$ cat src/rtl/assert_macros.svh
// Assertion helpers used by the RTL.
`ifndef ASSERT_MACROS_SVH
`define ASSERT_MACROS_SVH

// Same-cycle implication, ignored while reset is active.
`define SSD_ASSERT_IMPL(label, clk, rst_n, ante, cons) \
    label: assert property (@(posedge clk) disable iff (!(rst_n)) (ante) |-> (cons)) \
        else $error("assertion failed");

// Next-cycle implication, ignored while reset is active.
`define SSD_ASSERT_NEXT(label, clk, rst_n, ante, cons) \
    label: assert property (@(posedge clk) disable iff (!(rst_n)) (ante) |=> (cons)) \
        else $error("assertion failed");

`endif

$ cat src/rtl/ssd_pkg.sv
package ssd_pkg;

    localparam int BYTE_W = 8;
    localparam int LEN_W  = 11;
    localparam int KIND_W = 2;

    // Line codes
    localparam logic [BYTE_W-1:0] FRAME_END      = 8'hC0;
    localparam logic [BYTE_W-1:0] FRAME_ESC      = 8'hDB;
    localparam logic [BYTE_W-1:0] ESC_FOR_END    = 8'hDC;
    localparam logic [BYTE_W-1:0] ESC_FOR_ESC    = 8'hDD;
    localparam logic [BYTE_W-1:0] CTRL_SEL_MASK  = 8'hE0;
    localparam logic [BYTE_W-1:0] CTRL_SEL_VALUE = 8'h80;
    localparam logic [BYTE_W-1:0] CTRL_KEEP_MASK = 8'h7F;

    localparam logic [LEN_W-1:0] MAX_LEN_RESET = 11'd1500;

    // Result kinds
    localparam logic [KIND_W-1:0] KIND_DATA    = 2'd0;
    localparam logic [KIND_W-1:0] KIND_GOOD    = 2'd1;
    localparam logic [KIND_W-1:0] KIND_DROPPED = 2'd2;

    // Operations handed from the classifier to the frame engine
    typedef enum logic [1:0] {
        OP_DATA,
        OP_END,
        OP_BAD
    } op_code_t;

    typedef struct packed {
        op_code_t          op;
        logic [BYTE_W-1:0] data;
    } ssd_op_t;

endpackage

$ cat src/rtl/ssd_if.sv
// Input byte channel
interface ssd_in_if;
    logic                      valid;
    logic                      ready;
    logic [ssd_pkg::BYTE_W-1:0] line_byte;

    modport source (output valid, output line_byte, input ready);
    modport sink   (input valid, input line_byte, output ready);
endinterface

// Result channel
interface ssd_out_if;
    logic                      valid;
    logic                      ready;
    logic [ssd_pkg::KIND_W-1:0] kind;
    logic [ssd_pkg::BYTE_W-1:0] data_byte;
    logic [ssd_pkg::LEN_W-1:0]  frame_len;

    modport source (output valid, output kind, output data_byte, output frame_len,
                    input ready);
    modport sink   (input valid, input kind, input data_byte, input frame_len,
                    output ready);
endinterface

// Configuration write channel
interface ssd_cfg_if;
    logic                     valid;
    logic                     ready;
    logic [ssd_pkg::LEN_W-1:0] max_frame_len;

    modport source (output valid, output max_frame_len, input ready);
    modport sink   (input valid, input max_frame_len, output ready);
endinterface

$ cat src/rtl/ssd_front.sv
module ssd_front (
    input  logic                       clk,
    input  logic                       rst_n,
    input  logic                       accept,
    input  logic [ssd_pkg::BYTE_W-1:0] line_byte,
    output logic                       push,
    output ssd_pkg::ssd_op_t           push_entry
);
    import ssd_pkg::*;

    logic escape_pending_reg;
    logic escape_pending_next;

    // Classify one line byte
    always_comb
    begin
        escape_pending_next = escape_pending_reg;
        push                = 1'b0;
        push_entry.op       = OP_DATA;
        push_entry.data     = line_byte;
        if (accept)
        begin
            if (escape_pending_reg)
            begin
                escape_pending_next = 1'b0;
                push                = 1'b1;
                if (line_byte == ESC_FOR_END)
                begin
                    push_entry.data = FRAME_END;
                end
                else if (line_byte == ESC_FOR_ESC)
                begin
                    push_entry.data = FRAME_ESC;
                end
                else if ((line_byte & CTRL_SEL_MASK) == CTRL_SEL_VALUE)
                begin
                    push_entry.data = line_byte & CTRL_KEEP_MASK;
                end
                else
                begin
                    push_entry.op = OP_BAD;
                end
            end
            else if (line_byte == FRAME_END)
            begin
                push          = 1'b1;
                push_entry.op = OP_END;
            end
            else if (line_byte == FRAME_ESC)
            begin
                // escape byte itself causes nothing downstream
                escape_pending_next = 1'b1;
            end
            else
            begin
                push = 1'b1;
            end
        end
    end

    always_ff @(posedge clk or negedge rst_n)
    begin
        if (!rst_n)
        begin
            escape_pending_reg <= 1'b0;
        end
        else
        begin
            escape_pending_reg <= escape_pending_next;
        end
    end

endmodule

$ cat src/rtl/ssd_queue.sv
module ssd_queue #(
    parameter int DEPTH = 2
) (
    input  logic             clk,
    input  logic             rst_n,
    input  logic             push,
    input  ssd_pkg::ssd_op_t push_entry,
    output logic             full,
    input  logic             pop,
    output logic             head_valid,
    output ssd_pkg::ssd_op_t head_entry
);
    import ssd_pkg::*;

    localparam int PTR_W = (DEPTH > 1) ? $clog2(DEPTH) : 1;
    localparam int CNT_W = $clog2(DEPTH + 1);
    localparam logic [PTR_W-1:0] LAST_PTR = PTR_W'(DEPTH - 1);
    localparam logic [CNT_W-1:0] FULL_CNT = CNT_W'(DEPTH);

    ssd_op_t          slot_reg [DEPTH];
    logic [PTR_W-1:0] wr_ptr_reg, wr_ptr_next;
    logic [PTR_W-1:0] rd_ptr_reg, rd_ptr_next;
    logic [CNT_W-1:0] count_reg, count_next;
    logic             do_push, do_pop;

    assign full       = (count_reg == FULL_CNT);
    assign head_valid = (count_reg != '0);
    assign head_entry = slot_reg[rd_ptr_reg];
    assign do_push    = push && !full;
    assign do_pop     = pop && head_valid;

    // Pointer and fill count update
    always_comb
    begin
        wr_ptr_next = wr_ptr_reg;
        rd_ptr_next = rd_ptr_reg;
        count_next  = count_reg;
        if (do_push)
        begin
            wr_ptr_next = (wr_ptr_reg == LAST_PTR) ? '0 : wr_ptr_reg + PTR_W'(1);
        end
        if (do_pop)
        begin
            rd_ptr_next = (rd_ptr_reg == LAST_PTR) ? '0 : rd_ptr_reg + PTR_W'(1);
        end
        if (do_push && !do_pop)
        begin
            count_next = count_reg + CNT_W'(1);
        end
        else if (do_pop && !do_push)
        begin
            count_next = count_reg - CNT_W'(1);
        end
    end

    always_ff @(posedge clk or negedge rst_n)
    begin
        if (!rst_n)
        begin
            wr_ptr_reg <= '0;
            rd_ptr_reg <= '0;
            count_reg  <= '0;
        end
        else
        begin
            wr_ptr_reg <= wr_ptr_next;
            rd_ptr_reg <= rd_ptr_next;
            count_reg  <= count_next;
        end
    end

    // Entry storage
    always_ff @(posedge clk)
    begin
        if (do_push)
        begin
            slot_reg[wr_ptr_reg] <= push_entry;
        end
    end

endmodule

$ cat src/rtl/ssd_back.sv
module ssd_back (
    input  logic                      clk,
    input  logic                      rst_n,
    input  logic                      head_valid,
    input  ssd_pkg::ssd_op_t          head_entry,
    output logic                      pop,
    input  logic [ssd_pkg::LEN_W-1:0] max_len,
    ssd_out_if.source                 tx
);
    import ssd_pkg::*;

    logic               frame_bad_reg, frame_bad_next;
    logic [LEN_W-1:0]   byte_count_reg, byte_count_next;
    logic               bytes_emitted_reg, bytes_emitted_next;
    logic               out_valid_reg, out_valid_next;
    logic [KIND_W-1:0]  kind_reg, kind_next;
    logic [BYTE_W-1:0]  data_reg, data_next;
    logic [LEN_W-1:0]   len_reg, len_next;
    logic               emit;

    // Take the next operation whenever the output slot is free or draining
    assign pop = head_valid && (!out_valid_reg || tx.ready);

    // Frame state and result selection
    always_comb
    begin
        frame_bad_next     = frame_bad_reg;
        byte_count_next    = byte_count_reg;
        bytes_emitted_next = bytes_emitted_reg;
        emit               = 1'b0;
        kind_next          = KIND_DATA;
        data_next          = '0;
        len_next           = '0;
        if (pop)
        begin
            unique case (head_entry.op)
                OP_DATA:
                begin
                    if (!frame_bad_reg)
                    begin
                        if (byte_count_reg >= max_len)
                        begin
                            // overlong frame
                            frame_bad_next  = 1'b1;
                            byte_count_next = '0;
                        end
                        else
                        begin
                            byte_count_next    = byte_count_reg + LEN_W'(1);
                            bytes_emitted_next = 1'b1;
                            emit               = 1'b1;
                            data_next          = head_entry.data;
                        end
                    end
                end
                OP_BAD:
                begin
                    frame_bad_next  = 1'b1;
                    byte_count_next = '0;
                end
                OP_END:
                begin
                    if (frame_bad_reg)
                    begin
                        emit      = 1'b1;
                        kind_next = KIND_DROPPED;
                    end
                    else if (bytes_emitted_reg && byte_count_reg != '0)
                    begin
                        emit      = 1'b1;
                        kind_next = KIND_GOOD;
                        len_next  = byte_count_reg;
                    end
                    frame_bad_next     = 1'b0;
                    byte_count_next    = '0;
                    bytes_emitted_next = 1'b0;
                end
                default:
                begin
                end
            endcase
        end
        out_valid_next = emit ? 1'b1 : (out_valid_reg && !tx.ready);
    end

    always_ff @(posedge clk or negedge rst_n)
    begin
        if (!rst_n)
        begin
            frame_bad_reg     <= 1'b0;
            byte_count_reg    <= '0;
            bytes_emitted_reg <= 1'b0;
            out_valid_reg     <= 1'b0;
        end
        else
        begin
            frame_bad_reg     <= frame_bad_next;
            byte_count_reg    <= byte_count_next;
            bytes_emitted_reg <= bytes_emitted_next;
            out_valid_reg     <= out_valid_next;
        end
    end

    // Output payload register
    always_ff @(posedge clk)
    begin
        if (emit)
        begin
            kind_reg <= kind_next;
            data_reg <= data_next;
            len_reg  <= len_next;
        end
    end

    assign tx.valid     = out_valid_reg;
    assign tx.kind      = kind_reg;
    assign tx.data_byte = data_reg;
    assign tx.frame_len = len_reg;

endmodule

$ cat src/rtl/slip_style_deframer.sv
// Channel | Dir | Payload                         | Note
// rx      | in  | line_byte[7:0]                  | raw serial bytes
// tx      | out | kind[1:0] data_byte[7:0] frame_len[10:0] | zero or one per byte
// cfg     | in  | max_frame_len[10:0]             | always ready
//
// One byte per cycle while the op queue is not full; a result is valid on tx once
// the classifier has written its op into the op queue and the frame engine has
// filled the output register from the queue head.
// Reset clears the escape flag, frame state, queue and output valid; the
// length limit returns to 1500. rx stalls only when the op queue is full; while
// streaming the queue already holds one op, so tx ready low fills it at the default depth.
`include "assert_macros.svh"

module slip_style_deframer #(
    parameter int QUEUE_DEPTH = 2
) (
    input  logic      clk,
    input  logic      rst_n,
    ssd_in_if.sink    rx,
    ssd_out_if.source tx,
    ssd_cfg_if.sink   cfg
);
    import ssd_pkg::*;

    logic             max_len_reg;
    logic [LEN_W-1:0] max_len_q_reg;
    logic             q_full;
    logic             q_push;
    logic             q_pop;
    logic             q_head_valid;
    ssd_op_t          q_push_entry;
    ssd_op_t          q_head_entry;

    // Length limit register
    assign cfg.ready = 1'b1;

    always_ff @(posedge clk or negedge rst_n)
    begin
        if (!rst_n)
        begin
            max_len_q_reg <= MAX_LEN_RESET;
            max_len_reg   <= 1'b0;
        end
        else
        begin
            if (cfg.valid)
            begin
                max_len_q_reg <= cfg.max_frame_len;
            end
            max_len_reg <= cfg.valid;
        end
    end

    assign rx.ready = !q_full;

    ssd_front u_front (
        .clk        (clk),
        .rst_n      (rst_n),
        .accept     (rx.valid && rx.ready),
        .line_byte  (rx.line_byte),
        .push       (q_push),
        .push_entry (q_push_entry)
    );

    ssd_queue #(
        .DEPTH (QUEUE_DEPTH)
    ) u_queue (
        .clk        (clk),
        .rst_n      (rst_n),
        .push       (q_push),
        .push_entry (q_push_entry),
        .full       (q_full),
        .pop        (q_pop),
        .head_valid (q_head_valid),
        .head_entry (q_head_entry)
    );

    ssd_back u_back (
        .clk        (clk),
        .rst_n      (rst_n),
        .head_valid (q_head_valid),
        .head_entry (q_head_entry),
        .pop        (q_pop),
        .max_len    (max_len_q_reg),
        .tx         (tx)
    );

    // Checks
    `SSD_ASSERT_IMPL(a_good_len, clk, rst_n, tx.valid && tx.kind == KIND_GOOD && !max_len_reg, tx.frame_len != '0 && tx.frame_len <= max_len_q_reg)
    `SSD_ASSERT_IMPL(a_marker_no_data, clk, rst_n, tx.valid && tx.kind != KIND_DATA, tx.data_byte == '0)
    `SSD_ASSERT_IMPL(a_len_only_good, clk, rst_n, tx.valid && tx.kind != KIND_GOOD, tx.frame_len == '0)
    `SSD_ASSERT_NEXT(a_tx_hold, clk, rst_n, tx.valid && !tx.ready, tx.valid && $stable({tx.kind, tx.data_byte, tx.frame_len}))

endmodule
$ cat src/flat_wrapper.sv
// flat-port wrapper written by rule: the top's interface ports become plain ports
module slip_style_deframer_flat import ssd_pkg::*;
#(
    parameter int QUEUE_DEPTH = 2
)
  (clk, rst_n, rx_valid, rx_line_byte, rx_ready, tx_valid, tx_kind, tx_data_byte, tx_frame_len, tx_ready, cfg_valid, cfg_max_frame_len, cfg_ready);
  ssd_in_if rx_i ();
  ssd_out_if tx_i ();
  ssd_cfg_if cfg_i ();
  input  logic clk;
  input  logic rst_n;
  input wire logic [$bits(rx_i.valid)-1:0] rx_valid;
  input wire logic [$bits(rx_i.line_byte)-1:0] rx_line_byte;
  output wire logic [$bits(rx_i.ready)-1:0] rx_ready;
  output wire logic [$bits(tx_i.valid)-1:0] tx_valid;
  output wire logic [$bits(tx_i.kind)-1:0] tx_kind;
  output wire logic [$bits(tx_i.data_byte)-1:0] tx_data_byte;
  output wire logic [$bits(tx_i.frame_len)-1:0] tx_frame_len;
  input wire logic [$bits(tx_i.ready)-1:0] tx_ready;
  input wire logic [$bits(cfg_i.valid)-1:0] cfg_valid;
  input wire logic [$bits(cfg_i.max_frame_len)-1:0] cfg_max_frame_len;
  output wire logic [$bits(cfg_i.ready)-1:0] cfg_ready;
  assign rx_i.valid = rx_valid;
  assign rx_i.line_byte = rx_line_byte;
  assign rx_ready = rx_i.ready;
  assign tx_valid = tx_i.valid;
  assign tx_kind = tx_i.kind;
  assign tx_data_byte = tx_i.data_byte;
  assign tx_frame_len = tx_i.frame_len;
  assign tx_i.ready = tx_ready;
  assign cfg_i.valid = cfg_valid;
  assign cfg_i.max_frame_len = cfg_max_frame_len;
  assign cfg_ready = cfg_i.ready;
  slip_style_deframer #(.QUEUE_DEPTH(QUEUE_DEPTH)) u_core (.clk(clk), .rst_n(rst_n), .rx(rx_i), .tx(tx_i), .cfg(cfg_i));
endmodule
$ cat config.mk
export PLATFORM = sky130hd
export DESIGN_NAME = slip_style_deframer_flat
export DESIGN_NICKNAME = d
export VERILOG_FILES = /design/src/rtl/ssd_pkg.sv /design/src/rtl/ssd_if.sv /design/src/rtl/ssd_front.sv /design/src/rtl/ssd_queue.sv /design/src/rtl/ssd_back.sv /design/src/rtl/slip_style_deframer.sv /design/src/flat_wrapper.sv
export VERILOG_INCLUDE_DIRS = /design/src /design/src/rtl
export SDC_FILE = /design/constraint.sdc
export NUM_CORES = 1
export LEC_CHECK = 0
export ABC_AREA = 1
export BUFFER_PORTS_ARGS = -buffer_cell sky130_fd_sc_hd__buf_4
export CORE_ASPECT_RATIO = 1.25
export CORE_UTILIZATION = 45
export CTS_CLUSTER_DIAMETER = 120
export CTS_CLUSTER_SIZE = 20
export DETAILED_ROUTE_END_ITERATION = 10
export PLACE_DENSITY = 0.79
export SETUP_SLACK_MARGIN = 0.02
export SLEW_MARGIN = 40
export SYNTH_ARGS = -nofsm -noshare
export SYNTH_HDL_FRONTEND = slang
export SYNTH_SLANG_ARGS = --single-unit
$ cat constraint.sdc
create_clock -name clk -period 2.33 [get_ports clk]
set_clock_uncertainty 0.05 [all_clocks]
set_input_delay 0.466 -clock clk [delete_from_list [all_inputs] [get_ports clk]]
set_output_delay 0.466 -clock clk [all_outputs]
set_load 0.05 [all_outputs]
==> run summary, run 1 <==
Die Wd: 81.10 um
# diodes: 0
Synth Net Count: 399
FMAX: 0.4555 GHz
Die Span Y: 100.9 um
Largest net degree at the start of global routing: 31
Multi-input logic area: 1282 um2
Reg clk slew, reported paths: 90 ps
TritonRoute pass-1 iters: 4
Crit path max-delay family: simple AND/OR/NAND/NOR gates
Synth Register Bits: 71
Final Slew Violations: 0
Via count: 2558
Maxcap violations: 0
Cells after Synth: 357
Peak VDD IR: 0.0007730 V
Synth cell types: 38
CTS Buffer Depth: 2
Core ar.: 7488 um2
Synth area leader: edfxtp_1
Reg2reg end: u_core.u_back.byte_count_reg[3]
Worst Path Class, Setup: flop to flop
Hold Crit Start: rx_line_byte[0]
Post-synthesis sequential area ratio: 56.56%
Antenna-violating nets left: 0
Vias in the first global route: 2738
Hold path cells: 1
TritonCTS clock tree: built
Final worst slack: 134.7 ps
Final Total Pwr: 5235 uW
Reg area: 1991 um2
Top cells by area, synth: edfxtp_1 (35%), dfrtp_1 (16%), nand2_1 (7.4%)
Clk_lat worst skew: 350 ps
DIE AREA: 8181 um2
Initial drt markers: 115
Max FFs per register: 20
Crit-path max FO: 7
Final Core Density: 56.79%
GRT Total Usage: 19.35%
Worst hold path class: primary input to flop
Required time worst endpoint: 2510 ps
R2r setup slk: 130 ps
Reg2reg path depth: 12
Crit path buf inv count: 4
Final setup violation count: 0
Setup total negative slack: 0 ps
Critical register-to-register path startpoint: u_core.u_queue.rd_ptr_reg
Worst hold endpoint: u_core.u_queue.slot_reg[0][0]
Top-count cell post-synth: nand2_1
Post-synth top area share: 34.98%
GRT Residual Overflow: 0
Yosys Warn Count: 0
Starting density of the core: 47.00%
CP max-delay cell: dfrtp_1
H-tree Lvls: 3
Dpl ws: 45.63 ps
Startpoint types: flop
Fillers: 632
CP max stage delay: 400 ps
Number of synthesized flops with an enable pin: 41
CP Cell Sequence: inv_1 > or2_2 > o21ai_1 > inv_1 > ha_1 > inv_1 > nand2_2 > nor2_8 > inv_1 > nor2_1 > xor2_1 > a21oi_1
Worst path most repeated cell: inv_1
Row count: 35
Num CTS Buffers: 9
Clk sinks: 71
Arrival time worst endpoint: 2380 ps
Final period util: 94.22%
PwrDens: 1231 nW/um2
Fin area: 4253 um2
Gp weighted congestion: 0.8301
Cell area after synthesis: 3520 um2
DP HPWL: 5078 um
Share of cells above drive strength 1: 27.66%
Antenna violations before repair: 0
Status: finished, final reports clean
WL final: 6849 um
Syn Area/Cell: 9.859 um2
Async SR Flop Fraction: 42.25%
Commonest cells post-synth: nand2_1 (69), inv_1 (53), edfxtp_1 (41), nor2_1 (36), dfrtp_1 (23)
Placement-stage cell area: 3983 um2
Number of vias per cell: 4.967
CTS root buffer: clkbuf_8
# nets final: 460
Top FF cell, synth: edfxtp_1
Critical Path Sink Type: flop
Total count of hold-check failures in the final report: 0
First-pass GRT wire length: 11670 um
Top Ports: 48
Min Tclk post-route: 2195 ps
Area Growth Syn to Fin: 20.83%
# DRC: 0
DR WL/cell: 13.30 um
P_leak: 0.001949 uW
I/O Buffers: 46
worst max path at each step:
stage | slack (ps) | cells after the start | startpoint | to
after detailed placement | 50 | 12 | u_core.u_queue.rd_ptr_reg | u_core.u_back.byte_count_reg[3]
after global routing | -40 | 12 | u_core.u_queue.rd_ptr_reg | u_core.u_back.byte_count_reg[3]
final | 130 | 12 | u_core.u_queue.rd_ptr_reg | u_core.u_back.byte_count_reg[3]
after floorplan | 80 | 10 | u_core.u_queue.rd_ptr_reg | u_core.u_back.tx.data_byte[0]
after global placement | 200 | 12 | u_core.u_queue.rd_ptr_reg | u_core.u_back.byte_count_reg[9]
after CTS | 30 | 12 | u_core.u_queue.rd_ptr_reg | u_core.u_back.byte_count_reg[3]
layer usage:
metal,vias to the layer above,GRT usage [%],wire length (um)
met5,-,0,0
met4,0,9.615,173
met3,16,6.878,232
met2,48,35.04,3808
met1,1213,19.06,2635
li1,1281,-,-
cells in the final DEF (no fill, tap or decap), drive strengths merged:
cell type    Yosys  final
nand2           75     75
inv             57     62
buf              4     59
edfxtp          41     41
nor2            39     40
dfrtp           23     23
o21ai           21     21
a21oi           21     21
ha              18     18
nand3           12     12
clkbuf           7      9
nand4            8      8
dfstp            7      7
xor2             5      5
nand3b           3      3
nor3             3      3
or2              2      2
xnor2            2      2
o21a             2      2
clkinvlp         0      2
nor4             1      1
a21boi           1      1
o31ai            1      1
mux2             1      1
a31oi            1      1
o21bai           1      1
conb             1      1
dlygate4sd3      0      1
cell families (layout without fill, tap and decap cells):
family	Yosys count	after routing	synth area share, %
simple gates	143	144	18.52
flops	71	71	56.56
buf+inv	68	133	7.714
compound gates	48	48	8.639
fa+ha+maj	18	18	6.399
xor+xnor	7	7	1.742
other cells	1	1	0.1065
mux	1	1	0.3199
area by class of cell:
| cell class | count | area share, % |
|---|---|---|
| clock buffers | 9 | 2.913 |
| clock inverters | 7 | 1.442 |
| inverters | 57 | 5.031 |
| multi-input cells | 219 | 30.16 |
| flip-flops and latches | 71 | 46.81 |
| well taps | 92 | 2.707 |
| repair buffers | 60 | 10.94 |
worst reg2reg max path: cells and delay by family, from the launching register on:
family / cells / cell delay (ps)
AO/OA/AOI/OAI: 2 / 220
adder cells (fa/ha/maj): 1 / 210
XOR/XNOR: 1 / 190
buffers and inverters: 4 / 350
flip-flops: 1 / 400
AND/OR/NAND/NOR: 4 / 670
where the power goes:
| part | internal [uW] | switching, uW | leakage, uW | total (uW) |
|---|---|---|---|---|
| combinational | 810 | 1580 | 0.00110 | 2390 |
| sequential | 1750 | 159 | 0.000758 | 1910 |
| clock | 408 | 520 | 0.0000892 | 928 |
| total | 2970 | 2260 | 0.00195 | 5240 |
through the flow:
step	instances	hold slack [ps]
2_1_floorplan	357	120.4
3_3_place_gp	490	375.2
3_5_place_dp	490	384.3
4_1_cts	507	250.8
5_1_grt	515	237.0
6_report	515	267.0
timing repair:
action,in CTS,in global routing
endpoints found under the hold margin,2,0
gates resized for setup,0,5
endpoints found under the setup margin,0,29
hold buffers,1,0
buffers inserted,0,7
Power figures use the tool's default switching activity.
==> inputs of run 2 (changes only) <==
==> constraint.sdc (replaced) <==
create_clock -name clk -period 1.75 [get_ports clk]
set_clock_uncertainty 0.05 [all_clocks]
set_input_delay 0.35 -clock clk [delete_from_list [all_inputs] [get_ports clk]]
set_output_delay 0.35 -clock clk [all_outputs]
set_load 0.05 [all_outputs]
==> run summary, run 2 (same netlist as run 1, synthesis figures left out) <==
Clk_lat worst skew: 360 ps
Maxcap violations: 0
Psw: 3589 uW
Startpoint types: flop
Gp weighted congestion: 0.7968
Die Wd: 81.10 um
CP max stage delay: 530 ps
H-tree Lvls: 3
Share of cells above drive strength 1: 48.09%
Final period util: 111.7%
# DRC: 0
Max FFs per register: 20
Number of vias per cell: 4.993
Num CTS Buffers: 9
Initial drt markers: 129
Reg clk slew, reported paths: 90 ps
Final Core Density: 67.67%
Worst path most repeated cell: nand2_1
Sw Share: 43.69%
Min Tclk post-route: 1955 ps
Area Growth Syn to Fin: 43.97%
Antenna violations before repair: 0
Most frequent cells in the layout: buf_4 (99), nand2_1 (56), edfxtp_1 (41)
P_leak: 0.002261 uW
Required time worst endpoint: 1780 ps
Peak VDD IR: 0.001183 V
Fin area: 5067 um2
FMAX: 0.5114 GHz
Setup total negative slack: -7535 ps
Critical Path Sink Type: flop
Antenna-violating nets left: 0
PwrDens: 1621 nW/um2
Status: complete, but fails checks
DP Cell Count: 529
Crit-path max FO: 5
Final Slew Violations: 0
I/O Buffers: 46
Worst Path Class, Setup: flop to flop
TritonRoute pass-1 iters: 6
Starting density of the core: 47.00%
Arrival time worst endpoint: 1980 ps
CP Cell Sequence: inv_2 > ha_4 > nand2_2 > nand2_1 > nand2_1 > nand2_1 > nand2_1 > nand2_2 > nor2_4 > nand3_4 > nand2_2
First-pass GRT wire length: 13320 um
Clk sinks: 71
DP HPWL: 5514 um
Failing checks: setup timing
Placement-stage cell area: 4453 um2
Core ar.: 7488 um2
Total count of hold-check failures in the final report: 0
Multi-input logic area: 1662 um2
Non-Filler Instances: 564
Comb pwr share: 53.1%
# diodes: 0
GRT Total Usage: 22.57%
GRT Residual Overflow: 0
CP max-delay cell: dfstp_2
Largest net degree at the start of global routing: 31
WL final: 8138 um
# nets final: 509
Die Span Y: 100.9 um
TritonCTS clock tree: built
Vias in the first global route: 3005
CTS root buffer: clkbuf_8
Worst hold path class: primary input to flop
DIE AREA: 8181 um2
Leading cell type in the layout, fill and taps excluded: buf_4
Fillers: 510
Clock network power share: 15.5%
Reg area: 1993 um2
DR WL/cell: 14.43 um
Row count: 35
Register share of total power: 31.4%
Via count: 2816
Top Ports: 48
Final setup violation count: 44
Final worst slack: -205.4 ps
Unrepaired setup endpoints after global routing: true
Int Power: 4626 uW
CTS Buffer Depth: 2
-- run 2: changes by cell type in the layout (fill, tap and decap cells not counted), moves of 10 or more --
cell     delta
inv_2      +14
ha_1       -10
inv_1      -15
ha_4       +10
buf_4      +41
nand2_1    -11
nor2_1     -16
-- run 2: area by class of cell --
class                      count  share of cell area [%]
tap                           92                   2.272
inverter                      57                   4.272
clock inverter                 7                   1.259
sequential                    71                   39.33
clock buffer                   9                   2.444
timing repair buffer         108                   17.63
multi-input combinational    220                   32.79
-- run 2: what timing repair did --
item	4_1_cts	5_1_grt
hold buffers	1	0
setup buffers	10	6
endpoints found under the setup margin	55	66
resized for setup	33	39
pin swaps	10	11
endpoints found under the hold margin	23	0
gates cloned	3	0
-- run 2: stage by stage --
stage	power, uW	hold slack, ps	worst slack [ps]
floorplan	4906	4.409	-210.5
global placement	5884	259.0	-174.8
detailed placement	6028	263.3	-219.0
CTS	7939	125.5	-215.2
global route	8645	146.7	-314.0
finish	8214	138.0	-205.4
-- run 2: worst max-delay path, delay by kind of cell, from the launching register on --
family	cells	cell delay [ps]
adders and majority gates	1	240
buffers and inverters	1	40
DFF	1	530
and+or+nand+nor	9	800
-- run 2: path summary, 6_finish.rpt --
kind,from,to,slack (ps),cells past startpoint
setup / recovery,u_core.max_len_q_reg[4],u_core.u_back.tx.data_byte[2],-210,11
setup reg to reg,u_core.max_len_q_reg[4],u_core.u_back.tx.data_byte[2],-210,11
max in group asynchronous,rst_n,u_core.max_len_q_reg[10],910,2
hold reg to reg,u_core.max_len_q_reg[6],u_core.max_len_q_reg[6],450,2
min in group asynchronous,rst_n,u_core.u_queue.count_reg[0],400,2
hold / removal,cfg_max_frame_len[9],u_core.max_len_q_reg[9],140,3
-- run 2: power by group through the flow --
stage | Combinational, uW | Clock [uW] | Sequential, uW
6_report | 4360 | 1270 | 2580
4_1_cts | 4070 | 1290 | 2580
3_5_place_dp | 3430 | 0 | 2600
2_1_floorplan | 1670 | 0 | 3240
3_3_place_gp | 3310 | 0 | 2570
5_1_grt | 4670 | 1360 | 2620
-- run 2: layer usage --
layer  share of wire [%]  track usage [%]
met5                   0                0
met1                  35            20.95
met2                  58            43.18
met4                 3.5            13.32
met3                 3.6            5.339
==> inputs of run 3 (changes only) <==
--- a/config.mk
+++ b/config.mk
@@ -8,13 +8,16 @@
 export LEC_CHECK = 0
 export ABC_AREA = 1
 export BUFFER_PORTS_ARGS = -buffer_cell sky130_fd_sc_hd__buf_4
+export CELL_PAD_IN_SITES_DETAIL_PLACEMENT = 2
+export CELL_PAD_IN_SITES_GLOBAL_PLACEMENT = 2
 export CORE_ASPECT_RATIO = 1.25
-export CORE_UTILIZATION = 45
+export CORE_UTILIZATION = 33
 export CTS_CLUSTER_DIAMETER = 120
 export CTS_CLUSTER_SIZE = 20
 export DETAILED_ROUTE_END_ITERATION = 10
-export PLACE_DENSITY = 0.79
+export PLACE_DENSITY = 0.88
 export SETUP_SLACK_MARGIN = 0.02
+export SKIP_LAST_GASP = 1
 export SLEW_MARGIN = 40
 export SYNTH_ARGS = -nofsm -noshare
 export SYNTH_HDL_FRONTEND = slang
==> run summary, run 3 (same netlist as run 1, synthesis figures left out) <==
Peak VDD IR: 0.0008325 V
P_leak: 0.002462 uW
Critical Path Sink Type: flop
Row count: 41
Register share of total power: 25.3%
Worst path most repeated cell: nand2_4
Comb pwr share: 54.7%
Final Core Density: 55.22%
Die Span Y: 117.5 um
Required time worst endpoint: 1920 ps
CTS Buffer Depth: 2
Starting density of the core: 34.48%
Hold Crit Start: cfg_max_frame_len[8]
DP Cell Count: 570
Psw: 4716 uW
Non-Filler Instances: 617
TritonCTS clock tree: built
Vias in the first global route: 3694
DIE AREA: 11090 um2
Startpoint types: flop
PwrDens: 1874 nW/um2
Die Wd: 94.37 um
Worst hold path class: primary input to flop
Largest net degree at the start of global routing: 31
# nets final: 525
# diodes: 0
Crit-path max FO: 3
Total count of hold-check failures in the final report: 0
Number of vias per cell: 5.199
Max-slew headroom: 60.37%
Leading cell type in the layout, fill and taps excluded: buf_4
Worst Path Class, Setup: flop to flop
Clk_lat worst skew: 350 ps
Unrepaired setup endpoints after global routing: true
Hold slack: 181.7 ps
I/O Buffers: 46
Dpl ws: -353.4 ps
Share of cells above drive strength 1: 54.51%
Maxcap violations: 0
WL final: 16920 um
Final period util: 126.1%
Final Slew Violations: 0
Most frequent cells in the layout: buf_4 (106), nand2_1 (43), edfxtp_1 (41)
Critical path origin: u_core.max_len_q_reg[10]
GRT Residual Overflow: 0
Final setup violation count: 56
Failing checks: setup timing
Fillers: 976
Core ar.: 10210 um2
Clock network power share: 19.9%
Arrival time worst endpoint: 2380 ps
DP HPWL: 8303 um
Max FFs per register: 20
Gp weighted congestion: 0.7808
GRT Total Usage: 28.16%
Area Growth Syn to Fin: 60.15%
CP max-delay cell: dfstp_2
Sw Share: 44.65%
Antenna violations before repair: 0
Min Tclk post-route: 2206 ps
FMAX: 0.4533 GHz
Top Ports: 48
Fin area: 5637 um2
Critical register-to-register path startpoint: u_core.max_len_q_reg[10]
Antenna-violating nets left: 0
H-tree Lvls: 3
Crit path buf inv count: 5
TritonRoute pass-1 iters: 4
Crit path max-delay family: simple AND/OR/NAND/NOR gates
CTS root buffer: clkbuf_16
Via count: 3208
Reg clk slew, reported paths: 60 ps
Num CTS Buffers: 9
# DRC: 0
CP max stage delay: 530 ps
CP Cell Sequence: inv_2 > ha_4 > nand2_4 > inv_4 > nand2_4 > nor2_4 > nand2_2 > nand2_4 > nor2_4 > buf_4 > buf_6 > buf_12 > nand4_1 > o21ai_2
Placement-stage cell area: 4529 um2
Final worst slack: -456.0 ps
Initial drt markers: 140
Measured slew at the worst slew-check pin: 589.0 ps
Status: complete, but fails checks
First-pass GRT wire length: 22000 um
Clk sinks: 71
DR WL/cell: 27.41 um
Int Power: 5846 uW
## run 3: changes by cell type in the layout (fill, tap and decap cells not counted), sizes merged
cell      delta
clkbuf       +1
buf         +14
clkinvlp     -1
bufinv       +2
nand2        +1
inv          -1
## run 3: cell type report
cell class	count	area, um2	share of cell area, %
flip-flops and latches	71	1994	35.38
multi-input cells	221	1873	33.23
repair buffers	123	1051	18.65
inverters	57	229.0	4.062
clock buffers	9	225.2	3.996
well taps	129	161.4	2.863
clock inverters	7	102.6	1.820
## run 3: what timing repair did
action                                  in CTS  in global routing
endpoints found under the hold margin       23                  0
resized for setup                           66                 58
pin swaps                                   27                 20
endpoints found under the setup margin      67                 56
buffers inserted                            15                 14
hold buffers                                 1                  0
cloned                                       4                  1
## run 3: through the flow
step	total power, uW	TNS [ps]
final	10560	-19270
after global routing	10880	-21400
after CTS	9551	-13150
after detailed placement	6290	-17390
after global placement	5966	-7963
after floorplan	4906	-5165
## run 3: path summary, 6_finish.rpt
kind	to	slack [ps]	cells past startpoint
max	u_core.u_back.byte_count_reg[1]	-460	14
min	u_core.max_len_q_reg[8]	180	3
max reg2reg	u_core.u_back.byte_count_reg[1]	-460	14
min reg2reg	u_core.max_len_q_reg[8]	470	2
max in group asynchronous	u_core.u_queue.count_reg[0]	840	2
min in group asynchronous	u_core.u_back.byte_count_reg[9]	450	2
## run 3: power groups by stage
stage	Sequential, uW	Clock, uW	Combinational [uW]
after floorplan	3240	0	1670
after global placement	2580	0	3380
after detailed placement	2630	0	3660
after CTS	2630	2090	4830
after global routing	2700	2180	6000
final	2680	2110	5780
## run 3: layer usage
metal  GRT usage [%]  share of wire, %
met1           26.46                34
met2           52.63                57
met4           18.85               5.5
met3           5.879               3.0
met5               0                 0
## run 3: worst min-delay path, delay by kind of cell
kind	cells	cell delay (ps)
simple gates	1	40
compound gates	1	70
buf+inv	1	80
